<file path="src/rtl/kfpu_pkg.sv">
package kfpu_pkg;

  localparam int STATE_DIM = 4;
  localparam int FRAC_BITS = 16;
  localparam int DATA_W    = 32;
  localparam int ADDR_W    = 7;
  localparam int MEM_DEPTH = 1 << ADDR_W;
  localparam int PROD_W    = 2 * DATA_W;
  localparam int ACC_W     = PROD_W - FRAC_BITS + 3;
  localparam int EXT_W     = DATA_W + 2;
  localparam int NUM_W     = DATA_W + 1 + FRAC_BITS;
  localparam int QUO_W     = NUM_W + 1;
  localparam int CNT_W     = $clog2(STATE_DIM + 1);

  typedef logic [ADDR_W-1:0]        addr_t;
  typedef logic signed [DATA_W-1:0] word_t;
  typedef logic [CNT_W-1:0]         cnt_t;

  localparam word_t W_MAX = {1'b0, {(DATA_W-1){1'b1}}};
  localparam word_t W_MIN = {1'b1, {(DATA_W-1){1'b0}}};

  localparam logic [1:0] KIND_LOAD    = 2'd0;
  localparam logic [1:0] KIND_PREDICT = 2'd1;
  localparam logic [1:0] KIND_UPDATE  = 2'd2;

  localparam logic [2:0] TGT_F = 3'd0;
  localparam logic [2:0] TGT_H = 3'd1;
  localparam logic [2:0] TGT_R = 3'd2;
  localparam logic [2:0] TGT_Q = 3'd3;
  localparam logic [2:0] TGT_X = 3'd4;
  localparam logic [2:0] TGT_P = 3'd5;

  localparam logic [1:0] ST_OK       = 2'd0;
  localparam logic [1:0] ST_SINGULAR = 2'd1;
  localparam logic [1:0] ST_SAT      = 2'd2;

  localparam addr_t F_BASE   = 7'd0;
  localparam addr_t P_BASE   = 7'd16;
  localparam addr_t Q_BASE   = 7'd32;
  localparam addr_t H_BASE   = 7'd48;
  localparam addr_t R_BASE   = 7'd56;
  localparam addr_t X_BASE   = 7'd60;
  localparam addr_t T1_BASE  = 7'd64;
  localparam addr_t T2_BASE  = 7'd80;
  localparam addr_t TX_BASE  = 7'd96;
  localparam addr_t Y_BASE   = 7'd100;
  localparam addr_t DET_SLOT = 7'd102;
  localparam addr_t PHT_BASE = 7'd104;
  localparam addr_t S_BASE   = 7'd112;
  localparam addr_t SI_BASE  = 7'd116;
  localparam addr_t K_BASE   = 7'd120;

  typedef struct packed {
    logic [1:0]        kind;
    logic [2:0]        target;
    logic [1:0]        row;
    logic [1:0]        col;
    logic signed [DATA_W-1:0] value;
    logic signed [DATA_W-1:0] meas_px;
    logic signed [DATA_W-1:0] meas_py;
  } in_item_t;

  typedef struct packed {
    logic signed [DATA_W-1:0] est_px;
    logic signed [DATA_W-1:0] est_py;
    logic signed [DATA_W-1:0] est_vx;
    logic signed [DATA_W-1:0] est_vy;
    logic [1:0]               status;
  } result_t;

  typedef enum logic [3:0] {
    S_CLEAR, S_IDLE, S_LOAD, S_PHASE, S_ELEM, S_TERM, S_WAIT,
    S_DSTART, S_DWAIT, S_WRITE, S_CHECK, S_DONE
  } ctrl_state_t;

  typedef enum logic [1:0] {PH_MAC, PH_DET, PH_DIV, PH_END} phase_kind_t;

  typedef enum logic [2:0] {
    POST_SAT, POST_ADD, POST_ZSUB, POST_IDSUB, POST_COPY, POST_DIV, POST_DET
  } post_t;

  typedef enum logic [1:0] {WR_ZERO, WR_LOAD, WR_POST} wr_sel_t;

  typedef struct packed {
    phase_kind_t pkind;
    addr_t       a_base;
    addr_t       b_base;
    addr_t       c_base;
    addr_t       o_base;
    cnt_t        n;
    cnt_t        m;
    cnt_t        p;
    logic        bt;
    post_t       post;
  } phase_t;

  typedef struct packed {
    logic    item_take;
    addr_t   rd_a_addr;
    addr_t   rd_b_addr;
    logic    term;
    logic    term_neg;
    logic    c_load;
    logic    acc_clr;
    logic    wr_en;
    addr_t   wr_addr;
    wr_sel_t wr_sel;
    post_t   post;
    logic    diag;
    logic    zsel;
    logic    div_start;
    logic    div_neg;
    logic    singular;
  } dp_cmd_t;

  typedef struct packed {
    logic det_zero;
    logic div_done;
  } dp_stat_t;

  localparam logic [3:0] PH_PRED = 4'd0;
  localparam logic [3:0] PH_UPD  = 4'd5;

  function automatic phase_t phase_entry(input logic [3:0] idx);
    phase_t e;
    unique case (idx)
      4'd0:  e = '{PH_MAC, F_BASE, X_BASE, X_BASE, TX_BASE,
                   CNT_W'(4), CNT_W'(4), CNT_W'(1), 1'b0, POST_SAT};
      4'd1:  e = '{PH_MAC, F_BASE, P_BASE, P_BASE, T1_BASE,
                   CNT_W'(4), CNT_W'(4), CNT_W'(4), 1'b0, POST_SAT};
      4'd2:  e = '{PH_MAC, T1_BASE, F_BASE, Q_BASE, P_BASE,
                   CNT_W'(4), CNT_W'(4), CNT_W'(4), 1'b1, POST_ADD};
      4'd3:  e = '{PH_MAC, TX_BASE, TX_BASE, TX_BASE, X_BASE,
                   CNT_W'(4), CNT_W'(0), CNT_W'(1), 1'b0, POST_COPY};
      4'd5:  e = '{PH_MAC, H_BASE, X_BASE, X_BASE, Y_BASE,
                   CNT_W'(2), CNT_W'(4), CNT_W'(1), 1'b0, POST_ZSUB};
      4'd6:  e = '{PH_MAC, P_BASE, H_BASE, P_BASE, PHT_BASE,
                   CNT_W'(4), CNT_W'(4), CNT_W'(2), 1'b1, POST_SAT};
      4'd7:  e = '{PH_MAC, H_BASE, PHT_BASE, R_BASE, S_BASE,
                   CNT_W'(2), CNT_W'(4), CNT_W'(2), 1'b0, POST_ADD};
      4'd8:  e = '{PH_DET, S_BASE, S_BASE + 7'd3, S_BASE, DET_SLOT,
                   CNT_W'(1), CNT_W'(2), CNT_W'(1), 1'b0, POST_DET};
      4'd9:  e = '{PH_DIV, S_BASE, S_BASE, S_BASE, SI_BASE,
                   CNT_W'(4), CNT_W'(0), CNT_W'(1), 1'b0, POST_DIV};
      4'd10: e = '{PH_MAC, PHT_BASE, SI_BASE, SI_BASE, K_BASE,
                   CNT_W'(4), CNT_W'(2), CNT_W'(2), 1'b0, POST_SAT};
      4'd11: e = '{PH_MAC, K_BASE, Y_BASE, X_BASE, X_BASE,
                   CNT_W'(4), CNT_W'(2), CNT_W'(1), 1'b0, POST_ADD};
      4'd12: e = '{PH_MAC, K_BASE, H_BASE, H_BASE, T1_BASE,
                   CNT_W'(4), CNT_W'(2), CNT_W'(4), 1'b0, POST_IDSUB};
      4'd13: e = '{PH_MAC, T1_BASE, P_BASE, P_BASE, T2_BASE,
                   CNT_W'(4), CNT_W'(4), CNT_W'(4), 1'b0, POST_SAT};
      4'd14: e = '{PH_MAC, T2_BASE, T2_BASE, T2_BASE, P_BASE,
                   CNT_W'(4), CNT_W'(0), CNT_W'(4), 1'b0, POST_COPY};
      default: e = '{PH_END, F_BASE, F_BASE, F_BASE, F_BASE,
                     CNT_W'(1), CNT_W'(0), CNT_W'(1), 1'b0, POST_SAT};
    endcase
    return e;
  endfunction

endpackage

</file>
<file path="src/rtl/kfpu_ctrl.sv">
module kfpu_ctrl (
  input  logic               clk,
  input  logic               rst,
  input  logic               start,
  input  kfpu_pkg::in_item_t item,
  input  kfpu_pkg::dp_stat_t stat,
  output logic               busy,
  output logic               done,
  output kfpu_pkg::dp_cmd_t  cmd
);
  import kfpu_pkg::*;

  ctrl_state_t state, state_next;
  addr_t       clr_cnt;
  logic [3:0]  ph;
  cnt_t        i, j, k;
  logic        wcnt;
  logic [1:0]  kind_r;
  logic [2:0]  target_r;
  logic [1:0]  row_r, col_r;
  logic        singular_r;
  phase_t      cur;
  addr_t       a_addr, b_addr, c_addr, o_addr, dc_addr, ld_addr;
  logic        ld_ok, last_elem;

  assign cur = phase_entry(ph);

  always_comb begin
    a_addr  = cur.a_base + ADDR_W'(i) * ADDR_W'(cur.m) + ADDR_W'(k);
    if (cur.pkind == PH_DET) begin
      b_addr = cur.b_base - ADDR_W'(k);
    end else if (cur.bt) begin
      b_addr = cur.b_base + ADDR_W'(j) * ADDR_W'(cur.m) + ADDR_W'(k);
    end else begin
      b_addr = cur.b_base + ADDR_W'(k) * ADDR_W'(cur.p) + ADDR_W'(j);
    end
    c_addr  = cur.c_base + ADDR_W'(i) * ADDR_W'(cur.p) + ADDR_W'(j);
    o_addr  = cur.o_base + ADDR_W'(i) * ADDR_W'(cur.p) + ADDR_W'(j);
    if (i == CNT_W'(0)) begin
      dc_addr = S_BASE + ADDR_W'(3);
    end else if (i == CNT_W'(3)) begin
      dc_addr = S_BASE;
    end else begin
      dc_addr = S_BASE + ADDR_W'(i);
    end
    last_elem = (i == cur.n - CNT_W'(1)) && (j == cur.p - CNT_W'(1));
  end

  always_comb begin
    ld_ok   = 1'b1;
    ld_addr = F_BASE + ADDR_W'({row_r, col_r});
    unique case (target_r)
      TGT_F: ld_addr = F_BASE + ADDR_W'({row_r, col_r});
      TGT_P: ld_addr = P_BASE + ADDR_W'({row_r, col_r});
      TGT_Q: ld_addr = Q_BASE + ADDR_W'({row_r, col_r});
      TGT_H: begin
        ld_ok   = !row_r[1];
        ld_addr = H_BASE + ADDR_W'({row_r[0], col_r});
      end
      TGT_R: begin
        ld_ok   = !row_r[1] && !col_r[1];
        ld_addr = R_BASE + ADDR_W'({row_r[0], col_r[0]});
      end
      TGT_X: ld_addr = X_BASE + ADDR_W'(row_r);
      default: ld_ok = 1'b0;
    endcase
  end

  always_ff @(posedge clk) begin
    if (rst) begin
      state <= S_CLEAR;
    end else begin
      state <= state_next;
    end
  end

  always_comb begin
    state_next = state;
    unique case (state)
      S_CLEAR:  if (clr_cnt == ADDR_W'(MEM_DEPTH - 1)) state_next = S_IDLE;
      S_IDLE: begin
        if (start) begin
          priority case (item.kind)
            KIND_LOAD:    state_next = S_LOAD;
            KIND_PREDICT: state_next = S_PHASE;
            KIND_UPDATE:  state_next = S_PHASE;
            default:      state_next = S_DONE;
          endcase
        end
      end
      S_LOAD:   state_next = S_DONE;
      S_PHASE:  state_next = (cur.pkind == PH_END) ? S_DONE : S_ELEM;
      S_ELEM:   state_next = (cur.m == CNT_W'(0)) ? S_WAIT : S_TERM;
      S_TERM:   if (k == cur.m - CNT_W'(1)) state_next = S_WAIT;
      S_WAIT:   if (wcnt) state_next = (cur.pkind == PH_DIV) ? S_DSTART : S_WRITE;
      S_DSTART: state_next = S_DWAIT;
      S_DWAIT:  if (stat.div_done) state_next = S_WRITE;
      S_WRITE: begin
        if (last_elem) begin
          state_next = (cur.pkind == PH_DET) ? S_CHECK : S_PHASE;
        end else begin
          state_next = S_ELEM;
        end
      end
      S_CHECK:  state_next = stat.det_zero ? S_DONE : S_PHASE;
      S_DONE:   state_next = S_IDLE;
      default:  state_next = S_IDLE;
    endcase
  end

  always_ff @(posedge clk) begin
    if (rst) begin
      clr_cnt    <= '0;
      ph         <= '0;
      i          <= '0;
      j          <= '0;
      k          <= '0;
      wcnt       <= 1'b0;
      kind_r     <= KIND_LOAD;
      target_r   <= TGT_F;
      row_r      <= '0;
      col_r      <= '0;
      singular_r <= 1'b0;
    end else begin
      unique case (state)
        S_CLEAR: clr_cnt <= clr_cnt + ADDR_W'(1);
        S_IDLE: begin
          if (start) begin
            kind_r     <= item.kind;
            target_r   <= item.target;
            row_r      <= item.row;
            col_r      <= item.col;
            singular_r <= 1'b0;
            ph         <= (item.kind == KIND_UPDATE) ? PH_UPD : PH_PRED;
          end
        end
        S_PHASE: begin
          i <= '0;
          j <= '0;
        end
        S_ELEM: begin
          k    <= '0;
          wcnt <= 1'b0;
        end
        S_TERM: k <= k + CNT_W'(1);
        S_WAIT: wcnt <= 1'b1;
        S_WRITE: begin
          if (j == cur.p - CNT_W'(1)) begin
            j <= '0;
            if (i == cur.n - CNT_W'(1)) begin
              i  <= '0;
              ph <= ph + 4'd1;
            end else begin
              i <= i + CNT_W'(1);
            end
          end else begin
            j <= j + CNT_W'(1);
          end
        end
        S_CHECK: if (stat.det_zero) singular_r <= 1'b1;
        default: ;
      endcase
    end
  end

  always_comb begin
    cmd  = '0;
    busy = (state != S_IDLE);
    done = 1'b0;
    unique case (state)
      S_CLEAR: begin
        cmd.wr_en   = 1'b1;
        cmd.wr_sel  = WR_ZERO;
        cmd.wr_addr = clr_cnt;
      end
      S_IDLE:  cmd.item_take = start;
      S_LOAD: begin
        cmd.wr_en   = ld_ok && (kind_r == KIND_LOAD);
        cmd.wr_sel  = WR_LOAD;
        cmd.wr_addr = ld_addr;
      end
      S_ELEM: begin
        cmd.acc_clr   = 1'b1;
        cmd.c_load    = 1'b1;
        cmd.rd_a_addr = (cur.pkind == PH_DIV) ? dc_addr : c_addr;
      end
      S_TERM: begin
        cmd.term      = 1'b1;
        cmd.rd_a_addr = a_addr;
        cmd.rd_b_addr = b_addr;
        cmd.term_neg  = (cur.pkind == PH_DET) && (k == CNT_W'(1));
      end
      S_DSTART: begin
        cmd.div_start = 1'b1;
        cmd.div_neg   = (i == CNT_W'(1)) || (i == CNT_W'(2));
      end
      S_WRITE: begin
        cmd.wr_en   = 1'b1;
        cmd.wr_sel  = WR_POST;
        cmd.wr_addr = o_addr;
        cmd.post    = cur.post;
        cmd.diag    = (i == j);
        cmd.zsel    = i[0];
      end
      S_DONE: begin
        done         = 1'b1;
        cmd.singular = singular_r;
      end
      default: ;
    endcase
  end

endmodule

</file>
<file path="config.mk">
export PLATFORM = sky130hd
export DESIGN_NAME = kfpu_ctrl
export DESIGN_NICKNAME = d
export VERILOG_FILES = /design/src/rtl/kfpu_pkg.sv /design/src/rtl/kfpu_ctrl.sv
export SDC_FILE = /design/constraint.sdc
export NUM_CORES = 1
export LEC_CHECK = 0
export ABC_AREA = 1
export BUFFER_PORTS_ARGS = -buffer_cell sky130_fd_sc_hd__buf_4
export CELL_PAD_IN_SITES_DETAIL_PLACEMENT = 2
export CELL_PAD_IN_SITES_GLOBAL_PLACEMENT = 2
export CORE_ASPECT_RATIO = 0.9
export CORE_UTILIZATION = 30
export CTS_CLUSTER_SIZE = 28
export DETAILED_ROUTE_END_ITERATION = 12
export PLACE_DENSITY_LB_ADDON = 0.1
export SYNTH_ARGS = -nofsm -noshare
export SYNTH_HDL_FRONTEND = slang
export SYNTH_SLANG_ARGS = --single-unit
</file>
<file path="constraint.sdc">
create_clock -name clk -period 5.2 [get_ports clk]
set_input_delay 1.04 -clock clk [delete_from_list [all_inputs] [get_ports clk]]
set_output_delay 1.04 -clock clk [all_outputs]
set_load 0.02 [all_outputs]
</file>
## After elaboration in Yosys (flattened, before gate mapping)

Memories as Yosys holds them, arrays and structs flattened. A register that Yosys moved wholly into a read port is not among the register bits.
Cells that the tools add are included.

| storage, ports and cells | value |
|---|---|
| bits of input ports | 110 |
| memories kept | 1 |
| memory bits (read-only) | 576 |
| logic and storage cells | 152 |
| output and inout bits | 39 |
| register bits | 35 |

| operators by class | value |
|---|---|
| add/sub/neg operators | 25 |
| mux-type cells | 46 |
| reduce and logical (&&, ||, !) cells | 25 |
| $mul | 4 |
| equal/unequal tests | 39 |

Memory list:

| name | depth | width | read ports | clocked after memory_dff | write ports | line | source |
|---|---|---|---|---|---|---|---|
| (name not given) | 16 | 36 | 1 | 1 | 0 | kfpu_pkg.sv:126 | `unique case (idx)` |

Operator list:

| kind | number |
|---|---|
| $mux W4 | 15 |
| $pmux W4 S11 | 1 |
| $add A7 B3 Y7 | 5 |
| $add A7 B6 Y7 | 5 |
| $mux W7 | 5 |
| $pmux W7 S5 | 1 |
| $pmux W10 S3 | 1 |
| $mul A3 B3 Y6 | 4 |
| $pmux W3 S2 | 3 |
| $eq A4 B3 Y1 const B | 4 |
| $eq A4 B4 Y1 const B | 4 |
| $ne A2 B2 Y1 const B | 8 |
| $pmux W4 S2 | 2 |
| $add A6 B2 Y7 const A | 2 |
| $pmux W7 S2 | 1 |
| $add A5 B4 Y6 const A | 2 |
| $eq A3 B2 Y1 const B | 4 |
| $eq A3 B3 Y1 | 4 |
| $mux W3 | 4 |
| $reduce_bool A2 Y1 | 5 |
| $add A3 B1 Y3 const B | 3 |
| $eq A3 B1 Y1 const B | 3 |
| $logic_not A3 Y1 | 3 |
| $mux W9 | 1 |
| 29 further kinds | 49 |

## Logic depth before layout (Yosys ltp)

Gate-level depths: netlist (run 1).

| depth | value |
|---|---|
| depth after elaboration | 7 |
| depth in mapped cells | 21 |
| mapped depth without buffers | 20 |

## Worst setup path before layout (run 1)

No wires, ideal clock.

| timing path | value |
|---|---|
| kind | register to output |
| start | register k[2] |
| end | output cmd[27] in the netlist's numbering |
| arrival | 3569 ps |
| stages on the path, launching flop included | 15 |
| path buffers | 1 |
| data required time | 4160 ps |
| path slack | 591 ps |
| cell sequence | dfxtp_1 clkbuf_1 nand2_1 fa_1 fa_1 fa_1 inv_1 fa_1 nand2_1 nand2_1 a21oi_1 xor2_1 nand2_1 a21oi_1 nor3_1 |

RTL lines:

| item | line | source |
|---|---|---|
| start, declared | kfpu_ctrl.sv:16 | `cnt_t i, j, k;` |
| start signal, assigned | kfpu_ctrl.sv:145 | `S_TERM: k <= k + CNT_W'(1);` |
| end, declared | kfpu_ctrl.sv:9 | `output kfpu_pkg::dp_cmd_t cmd` |

==> results.md, run 1 <==
* Cts repair resizes at 0
* Post-synth EDFFs at 0
* Met2 usage at 37.64%
* Core area at 20110 um2
* Initial Utilization at 30.74%
* DRT Pass-1 Iters at 4
* Hold Path Class: reg -> reg
* DRT antenna net count at 0
* Cell taking the most area after synthesis: dfxtp_1
* Syn_nets at 1101
* Data required time of the critical path at 4.16 ns
* RSZ-0062 raised after global routing: false
* Wire per inst at 18.40 um
* Max cap viols at 0
* Critical path type: reg -> out
* Slew HR at 43.85%
* #FFs+latches synth at 67
* Detailed-route vias per instance at 4.985
* Final setup viols at 0
* Die area at 21190 um2
* Main synth FF type: dfxtp_1
* Top cells by area, synth: dfxtp_1 (22%), ha_1 (16%), nand2_1 (12%)
* Crit Path Max Fanout at 5
* TNS Setup at 0 ns
* Max Buffers Root-to-Sink at 2
* Worst setup SP type: flop
* Drt drc at 0
* Met3 Use GR at 2.414%
* Layout cells sized above 1 at 12.68%
* H-tree depth at 3
* Area growth, synth to finish at 15.97%
* PortBufs at 52
* Synth cell types at 48
* Busiest grt layer: met2
* Initial antenna violation count at 0
* YS warnings at 0
* Vias in the first global route at 6569
* First-pass GRT wire length at 35.93 mm
* Setup bufs post-CTS at 0
* # hold bufs at CTS at 0
* Syn Area/Cell at 6.954 um2
* Root Buffer: clkbuf_16
* Clk slew on worst S/H paths at 0.06 ns
* M1 GR Usage at 28.75%
* FILL cells at 2448
* Final #Nets at 1154
* Critical path endpoint category: output port
* Via count at 5992
* Final-report hold violation count at 0
* Status: completed
* Chip height at 138.2 um
* Worst slew pin tran at 0.8391 ns
* GRT Total Usage at 21.74%
* Top cell type's share of synthesized area at 21.70%
* Max Slew Vio Count at 0
* P per Cell Area at 328.2 nW/um2
* Mapped Area at 6182 um2
* CTS sink cnt at 67
* Worst path arrival time at 3.94 ns
* Min Tclk post-route at 4.979 ns
* Total congestion overflow at 0
* CTS tree: yes
* Max IR drop VDD at 146.9 uV
* Cts bufs inserted at 9
* I/O Pins at 149
* Worst clock skew at 0.008552 ns
* Largest net degree at the start of global routing at 24
* Num rows at 49
* Total power at 0.002353 W
* F_max at 200.9 MHz
* Worst-Skew Late Latency at 0.34 ns
* Synthesized netlist cell count at 889
* Iter 0 DRT Violations at 163
* WHS at 0.4747 ns
* DP Wirelength at 18.31 mm
* P_leak at 3.822 nW
* Register area share after synthesis at 21.70%
* Fin crit share at 95.74%
* Post-synth ARST share at 0%
* Wirelength, routed at 22.12 mm
* Die width at 153.3 um
* GP Congestion at 0.8288
[final cells by class]
class | instances | area [um2] | share of cell area (%)
Inverter | 172 | 648.1 | 9.040
Sequential cell | 67 | 1345 | 18.76
Timing Repair Buffer | 65 | 488.0 | 6.806
Clock buffer | 9 | 225.2 | 3.141
Multi-Input combinational cell | 627 | 4075 | 56.84
Clock inverter | 6 | 66.31 | 0.9250
Antenna cell | 1 | 2.502 | 0.03490
Tap cell | 255 | 319.1 | 4.450
[cell families after synthesis]
group,count (synthesis),synth area share (%)
AOI/OAI and AO/OA,147,12.93
xor gates and xnor gates,22,3.117
adders and majority gates,102,23.32
buffers and inverters,195,12.59
DFF,67,21.70
and+or+nand+nor,356,26.35
[Yosys cell counts, drive strengths merged, types with 2 or more instances]
cell type and n:
a22oi 2, a21o 2, nand4 3, xnor2 4
xor2 18, clkbuf 11, nand3b 3, dfxtp 67
nor2 58, ha 80, fa 22, a21oi 64
nand3 69, and3 2, buf 12, o21ai 61
o211ai 2, nor4 3, a31oi 3, or2 7
nand2 196, inv 171, o22ai 5, nor3 13
o221ai 2
[placed cells by master (no fill, tap or decap), drive strengths merged, types with 3 or more instances in the layout]
master	Yosys	final
nand2	196	196
inv	171	172
ha	80	80
nand3	69	69
dfxtp	67	67
buf	12	65
a21oi	64	64
o21ai	61	61
nor2	58	58
fa	22	22
xor2	18	18
nor3	13	13
clkbuf	11	9
or2	7	7
o22ai	5	5
clkinv	1	5
xnor2	4	4
nand3b	3	3
nor4	3	3
a31oi	3	3
nand4	3	3
[worst max-delay path, cell delays in order, from the launching register on]
cell,delay (ns)
dfxtp_2,0.36
nand2_1,0.08
inv_1,0.05
fa_1,0.48
ha_1,0.24
fa_1,0.56
ha_1,0.25
ha_1,0.34
nand2_1,0.09
nand2_1,0.05
a31oi_1,0.22
or2_2,0.18
nand2_1,0.05
a21oi_1,0.20
nor2_1,0.07
o22ai_1,0.20
buf_4,0.19
[layer usage]
metal / up-vias / wire, um
met2: 52 / 10790
li1: 2943 / -
met1: 2981 / 10670
met4: 0 / 267
met5: - / 0
met3: 16 / 390
[through the flow]
step                area, um2  instances  setup WS [ns]  utilization, %
floorplan                6182        889         0.5906               -
global placement         6859       1186         0.5866           34.11
detailed placement       6859       1186         0.4872           34.11
CTS                      7151       1201        0.06198           35.56
global route             7167       1201       0.008207           35.64
finish                   7169       1202         0.2213           35.65
[registers in the layout, summed over array words and instances, names as in the netlist]
signal	cells
singular_r	1
k	3
clr_cnt	7
row_r	2
j	3
ph	4
cur	32
kind_r	2
target_r	3
state	4
i	3
wcnt	1
col_r	2
[power by group]
part / total, W / switching, W / internal, W
Clock: 0.000621 / 0.000251 / 0.000370
Combinational: 0.00100 / 0.000677 / 0.000322
Sequential: 0.000732 / 0.000108 / 0.000625
[final timing paths]
| check | from | endpoint | slack (ns) | cells after the start |
|---|---|---|---|---|
| worst max-delay path | cur[6]$_DFF_P_ | cmd[16] | 0.22 | 16 |
| worst min-delay path | wcnt$_SDFFE_PP0P_ | wcnt$_SDFFE_PP0P_ | 0.47 | 2 |
| worst max register to register | cur[5]$_DFF_P_ | cur[16]$_DFF_P_ | 1.94 | 19 |
| worst min register to register | wcnt$_SDFFE_PP0P_ | wcnt$_SDFFE_PP0P_ | 0.47 | 2 |
No activity file was read; power rests on OpenSTA's default activity.
==> run 2, diff against run 1 <==
CORE_MARGIN = 8   (was unset)
SKIP_CTS_REPAIR_TIMING = 1   (was unset)
==> run 2 against run 1 <==
Against the previous run: core utilization decreased by 0.87 points; largest cell class unchanged; clock skew up 0.0030 ns; cell area shrank 0.44%; clock power down 6.6%; combinational power about the same; sequential power barely moved; die area increased by 20%.
==> results.md, run 2 (synthesized netlist as in run 1, its figures left out) <==
* P_leak at 3.803 nW
* P_int at 0.001268 W
* Reg2reg start: cur[41]$_DFF_P_
* DP Wirelength at 18.17 mm
* Hold Path Class: reg -> reg
* Met2 usage at 30.11%
* Crit Path Max Fanout at 4
* Cts bufs inserted at 9
* Initial Utilization at 30.13%
* PortBufs at 52
* Critical path type: reg -> out
* Cell depth of the worst flop-to-flop path at 15
* Critical path endpoint category: output port
* Detailed-route vias per instance at 4.943
* HP Start: wcnt$_SDFFE_PP0P_
* Final worst setup slack at 0.2383 ns
* Worst setup SP type: flop
* Area growth, synth to finish at 15.46%
* Clock network fraction of total power at 25.2%
* R2R Path End: cur[32]$_DFF_P_
* Root Buffer: clkbuf_16
* Hold Path End: wcnt$_SDFFE_PP0P_
* Most frequent CP cell: nand2_1
* Slew HR at 48.23%
* H-tree depth at 3
* Chip height at 152.2 um
* Layout cells sized above 1 at 12.35%
* Slowest-stage cell, CP: fa_1
* Clk slew on worst S/H paths at 0.06 ns
* Final setup viols at 0
* P_sw at 0.001031 W
* Fin crit share at 95.42%
* Total congestion overflow at 0
* Worst clock skew at 0.01156 ns
* Leading cell type in the layout, fill and taps excluded: nand2_1
* M1 GR Usage at 22.47%
* F_max at 201.5 MHz
* Hold path cells at 2
* Max Slew Vio Count at 0
* Final #Nets at 1154
* Initial antenna violation count at 0
* Met3 Use GR at 2.616%
* Status: completed
* Data required time of the critical path at 4.16 ns
* Crit path cell chain: nand2_1, inv_1, fa_1, ha_1, fa_1, ha_1, ha_1, nand2_1, nand2_1, a31oi_1, or2_2, nand2_1, a21oi_1, nor2_1, o22ai_1, buf_4
* Iter 0 DRT Violations at 191
* I/O Pins at 149
* First-pass GRT wire length at 35.86 mm
* Crit-path leading delay family: adder cells
* Most frequent cells in the layout: nand2_1 (191), inv_1 (164), ha_1 (80)
* Largest stage delay, worst path at 0.57 ns
* Busiest grt layer: met2
* Max IR drop VDD at 141.4 uV
* TNS Setup at 0 ns
* Switch share at 44.84%
* Min Tclk post-route at 4.962 ns
* CTS tree: yes
* Die area at 25460 um2
* GRT Total Usage at 17.53%
* P per Cell Area at 322.0 nW/um2
* N_diodes at 0
* Largest net degree at the start of global routing at 24
* Worst slew pin tran at 0.7737 ns
* Core area at 20520 um2
* CTS sink cnt at 67
* RSZ-0062 raised after global routing: false
* Flop pwr share at 32.0%
* Pre-CTS WS at 0.4761 ns
* FF-to-FF setup slack at 1.97 ns
* Wire per inst at 18.30 um
* Die width at 167.3 um
* Wirelength, routed at 22.09 mm
* Max Buffers Root-to-Sink at 2
* Worst path arrival time at 3.92 ns
* Num rows at 50
* Worst-Skew Late Latency at 0.34 ns
* FILL cells at 2498
* Number of flip-flops in the largest register at 32
* Vias in the first global route at 6729
* DRT antenna net count at 0
* GP Congestion at 0.8405
* Drt drc at 0
* CP bufs+invs at 2
* Via count at 5966
* DRT Pass-1 Iters at 4
* Final-report hold violation count at 0
* Max cap viols at 0
* Comb power frac at 42.8%
-- run 2: cell types whose count changed in the layout (fill, tap and decap cells not counted), sizes merged --
cell      change
clkinvlp      +2
diode         -1
clkinv        -2
clkbuf        +2
bufinv        -1
-- run 2: tightest hold or removal path, stage by stage, from the launching register on --
cell	delay, ns
dfxtp_1	0.30
nand2_1	0.06
a21oi_1	0.06
-- run 2: per-layer routing --
layer  vias to the layer above  share of wire [%]
met2                        63                 48
met1                      2940                 47
met4                         0                1.7
met5                         -                  0
li1                       2938                  -
met3                        25                2.5
-- run 2: metrics by stage --
step	area [um2]	std cells	power [W]	hold WS, ns	utilization (%)
3_5_place_dp	6865	1191	0.001736	0.4622	33.46
4_1_cts	7136	1207	0.002339	0.4713	34.77
2_1_floorplan	6182	889	0.001408	0.4298	-
6_report	7138	1207	0.002298	0.4689	34.79
5_1_grt	7138	1207	0.002489	0.4931	34.79
3_3_place_gp	6865	1191	0.001690	0.4434	33.46
-- run 2: worst max-delay path by stage --
| stage | startpoint | to | slack, ns | cells past startpoint |
|---|---|---|---|---|
| finish | cur[5]$_DFF_P_ | cmd[16] | 0.24 | 16 |
| global placement | cur[6]$_DFF_P_ | cmd[27] | 0.56 | 14 |
| global route | cur[6]$_DFF_P_ | cmd[27] | 0.008 | 14 |
| floorplan | k[2]$_SDFFE_PP0P_ | cmd[27] | 0.59 | 14 |
| detailed placement | cur[6]$_DFF_P_ | cmd[27] | 0.48 | 14 |
| CTS | cur[6]$_DFF_P_ | cmd[27] | 0.10 | 14 |
-- run 2: area by class of cell --
cell class	instances	area (um2)	area share, %
well taps	260	325.3	4.557
inverters	172	648.1	9.080
flip-flops and latches	67	1344	18.83
repair buffers	65	488.0	6.836
clock inverters	5	37.54	0.5259
clock buffers	11	232.7	3.260
multi-input cells	627	4063	56.92
-- run 2: power by group through the flow --
stage | logic, W | registers [W] | clock network [W]
floorplan | 0.000718 | 0.000690 | 0
global placement | 0.000948 | 0.000742 | 0
detailed placement | 0.000989 | 0.000747 | 0
CTS | 0.00100 | 0.000736 | 0.000600
global route | 0.00112 | 0.000752 | 0.000618
finish | 0.000984 | 0.000735 | 0.000580
==> run 3, diff against run 2 <==
ABC_AREA = unset   (was 1)
CORE_UTILIZATION = 32   (was 30)
==> run 3 against run 2 <==
Against the previous run: register-to-register slack got worse by 0.41 ns; critical endpoint is now cmd[28]; die area decreased by 4.9%; clock power increased by 16%; flip-flop and latch count unchanged; critical path type unchanged; cell area increased by 1.9%; combinational power decreased by 31%; setup slack got worse by 0.15 ns.
==> results.md, run 3 <==
* Status: completed
* Final setup viols at 0
* Worst-Skew Late Latency at 0.35 ns
* Final Core Density at 37.98%
* RSZ-0062 raised after global routing: true
* Die width at 163.2 um
* I/O Pins at 149
* Worst path arrival time at 4.07 ns
* Wirelength, routed at 21.59 mm
* Commonest cells post-synth: inv_1 (85), nor2_1 (85), ha_1 (80), dfxtp_1 (67), nand2_1 (57)
* Max IR drop VDD at 150.8 uV
* GP Congestion at 0.8177
* Data required time of the critical path at 4.16 ns
* First-pass GRT wire length at 34.78 mm
* P per Cell Area at 270.0 nW/um2
* Met2 usage at 31.54%
* Via count at 5600
* Hold Path Class: reg -> reg
* Vias in the first global route at 6313
* Met3 Use GR at 2.763%
* Area growth, synth to finish at 16.65%
* Register area share after synthesis at 21.50%
* Fin crit share at 98.31%
* FILL cells at 2195
* Worst setup SP type: flop
* Pre-CTS WS at 0.08906 ns
* N_diodes at 0
* Final #Nets at 1022
* Drt drc at 0
* WHS at 0.4807 ns
* Leading cell type in the layout, fill and taps excluded: nor2_1
* GRT Total Usage at 18.30%
* P_leak at 3.335 nW
* Chip height at 148.4 um
* Total congestion overflow at 0
* Initial Utilization at 32.56%
* Root Buffer: clkbuf_16
* Synthesized netlist cell count at 767
* Max Slew Vio Count at 0
* Num rows at 48
* F_max at 195.6 MHz
* Layout cells sized above 1 at 15.36%
* Core area at 19160 um2
* #FFs+latches synth at 67
* Cell taking the most area after synthesis: dfxtp_1
* Clk slew on worst S/H paths at 0.07 ns
* Total power at 0.001964 W
* Syn_nets at 979
* Main synth FF type: dfxtp_1
* Crit Path Max Fanout at 2
* Worst slew pin tran at 0.7208 ns
* Max Buffers Root-to-Sink at 2
* YS warnings at 0
* # placed instances at 1047
* Multi-input logic area at 4395 um2
* Top cells by area, synth: dfxtp_1 (22%), ha_1 (16%), fa_1 (7.1%)
* DRT antenna net count at 0
* Initial antenna violation count at 0
* Top cell type's share of synthesized area at 21.50%
* Final-report hold violation count at 0
* H-tree depth at 3
* Slew HR at 51.88%
* CTS sink cnt at 67
* Busiest grt layer: met2
* DP Wirelength at 16.93 mm
* Reg2reg start: state[0]$_SDFFE_PP0P_
* FF/Latch Area at 1351 um2
* M1 GR Usage at 23.05%
* Worst clock skew at 0.01079 ns
* Critical path endpoint category: output port
* Mapped Area at 6237 um2
* Post-synth ARST share at 0%
* Critical path type: reg -> out
* Max cap viols at 0
* Cts bufs inserted at 9
* Wire per inst at 20.29 um
* CTS tree: yes
* Post-Layout Cell Count at 1064
* Critical path startpoint: cur[6]$_DFF_P_
* Die area at 24220 um2
* Iter 0 DRT Violations at 233
* HP Start: kind_r[1]$_SDFFE_PP0P_
* Final worst setup slack at 0.08770 ns
* Synth cell types at 80
* Detailed-route vias per instance at 5.263
* Min Tclk post-route at 5.112 ns
* DRT Pass-1 Iters at 4
* Most frequent cells in the layout: nor2_1 (85), inv_1 (84), ha_1 (80)
* Syn Area/Cell at 8.132 um2
* Largest net degree at the start of global routing at 40
* Number of flip-flops in the largest register at 32
* PortBufs at 52
* Post-synth EDFFs at 0
[run 3: cell count changes after synthesis, sizes merged, moves of 9 or more]
| cell | change |
|---|---|
| a21oi | -11 |
| clkbuf | +17 |
| nor2 | +27 |
| a21o | +12 |
| nor2b | +9 |
| and2 | +12 |
| nand3 | -60 |
| inv | -84 |
| xnor2 | +15 |
| nand2b | +9 |
| o21ai | -37 |
| nand2 | -139 |
| a211oi | +12 |
| mux2i | +22 |
[run 3: worst paths after layout]
kind / endpoint / slack, ns / cells past startpoint
hold / removal: kind_r[1]$_SDFFE_PP0P_ / 0.48 / 2
setup / recovery: cmd[28] / 0.09 / 13
hold reg to reg: kind_r[1]$_SDFFE_PP0P_ / 0.48 / 2
setup reg to reg: cur[12]$_DFF_P_ / 1.56 / 10
[run 3: report_power, final]
part	internal [W]	switching (W)	leakage, nW	total (W)
sequential	0.000550	0.0000581	0.544	0.000608
clock	0.000419	0.000255	0.152	0.000674
combinational	0.000258	0.000425	2.64	0.000682
total	0.00123	0.000738	3.34	0.00196
[run 3: critical path: stages (launching register included)]
cell and delay (ns):
dfxtp_4 0.37, nand2_2 0.07, fa_1 0.55, fa_1 0.44, fa_1 0.51, inv_1 0.07, ha_1 0.30, a21o_1 0.17
a21oi_2 0.16, o21bai_1 0.10, mux2i_1 0.16, o31ai_1 0.25, or3b_4 0.41, buf_4 0.16
[run 3: area by class of cell]
| class | instances | share of cell area [%] |
|---|---|---|
| well taps | 250 | 4.299 |
| multi-input cells | 569 | 60.41 |
| clock inverters | 6 | 1.238 |
| flip-flops and latches | 67 | 18.57 |
| clock buffers | 9 | 3.095 |
| inverters | 88 | 4.592 |
| repair buffers | 75 | 7.790 |
[run 3: cells by family after synthesis]
kind of cell	count (synthesis)	synth area share (%)
AND/OR/NAND/NOR	235	18.66
AO/OA/AOI/OAI	167	17.89
buffers and inverters	131	8.666
adder cells (fa/ha/maj)	102	23.11
flip-flops	67	21.50
XOR/XNOR	41	6.219
multiplexers	24	3.952
[run 3: per-stage QoR]
stage / instance area, um2 / TNS [ns]
2_1_floorplan: 6237 / 0
3_3_place_gp: 6894 / 0
3_5_place_dp: 6894 / 0
4_1_cts: 7209 / -0.3124
5_1_grt: 7276 / -0.08393
6_report: 7276 / 0
[run 3: layer usage]
| metal | part of all wire [%] | vias to the layer above |
|---|---|---|
| met5 | 0 | - |
| met4 | 1.6 | 0 |
| met3 | 3.1 | 19 |
| met2 | 50 | 67 |
| met1 | 45 | 2806 |
| li1 | - | 2708 |
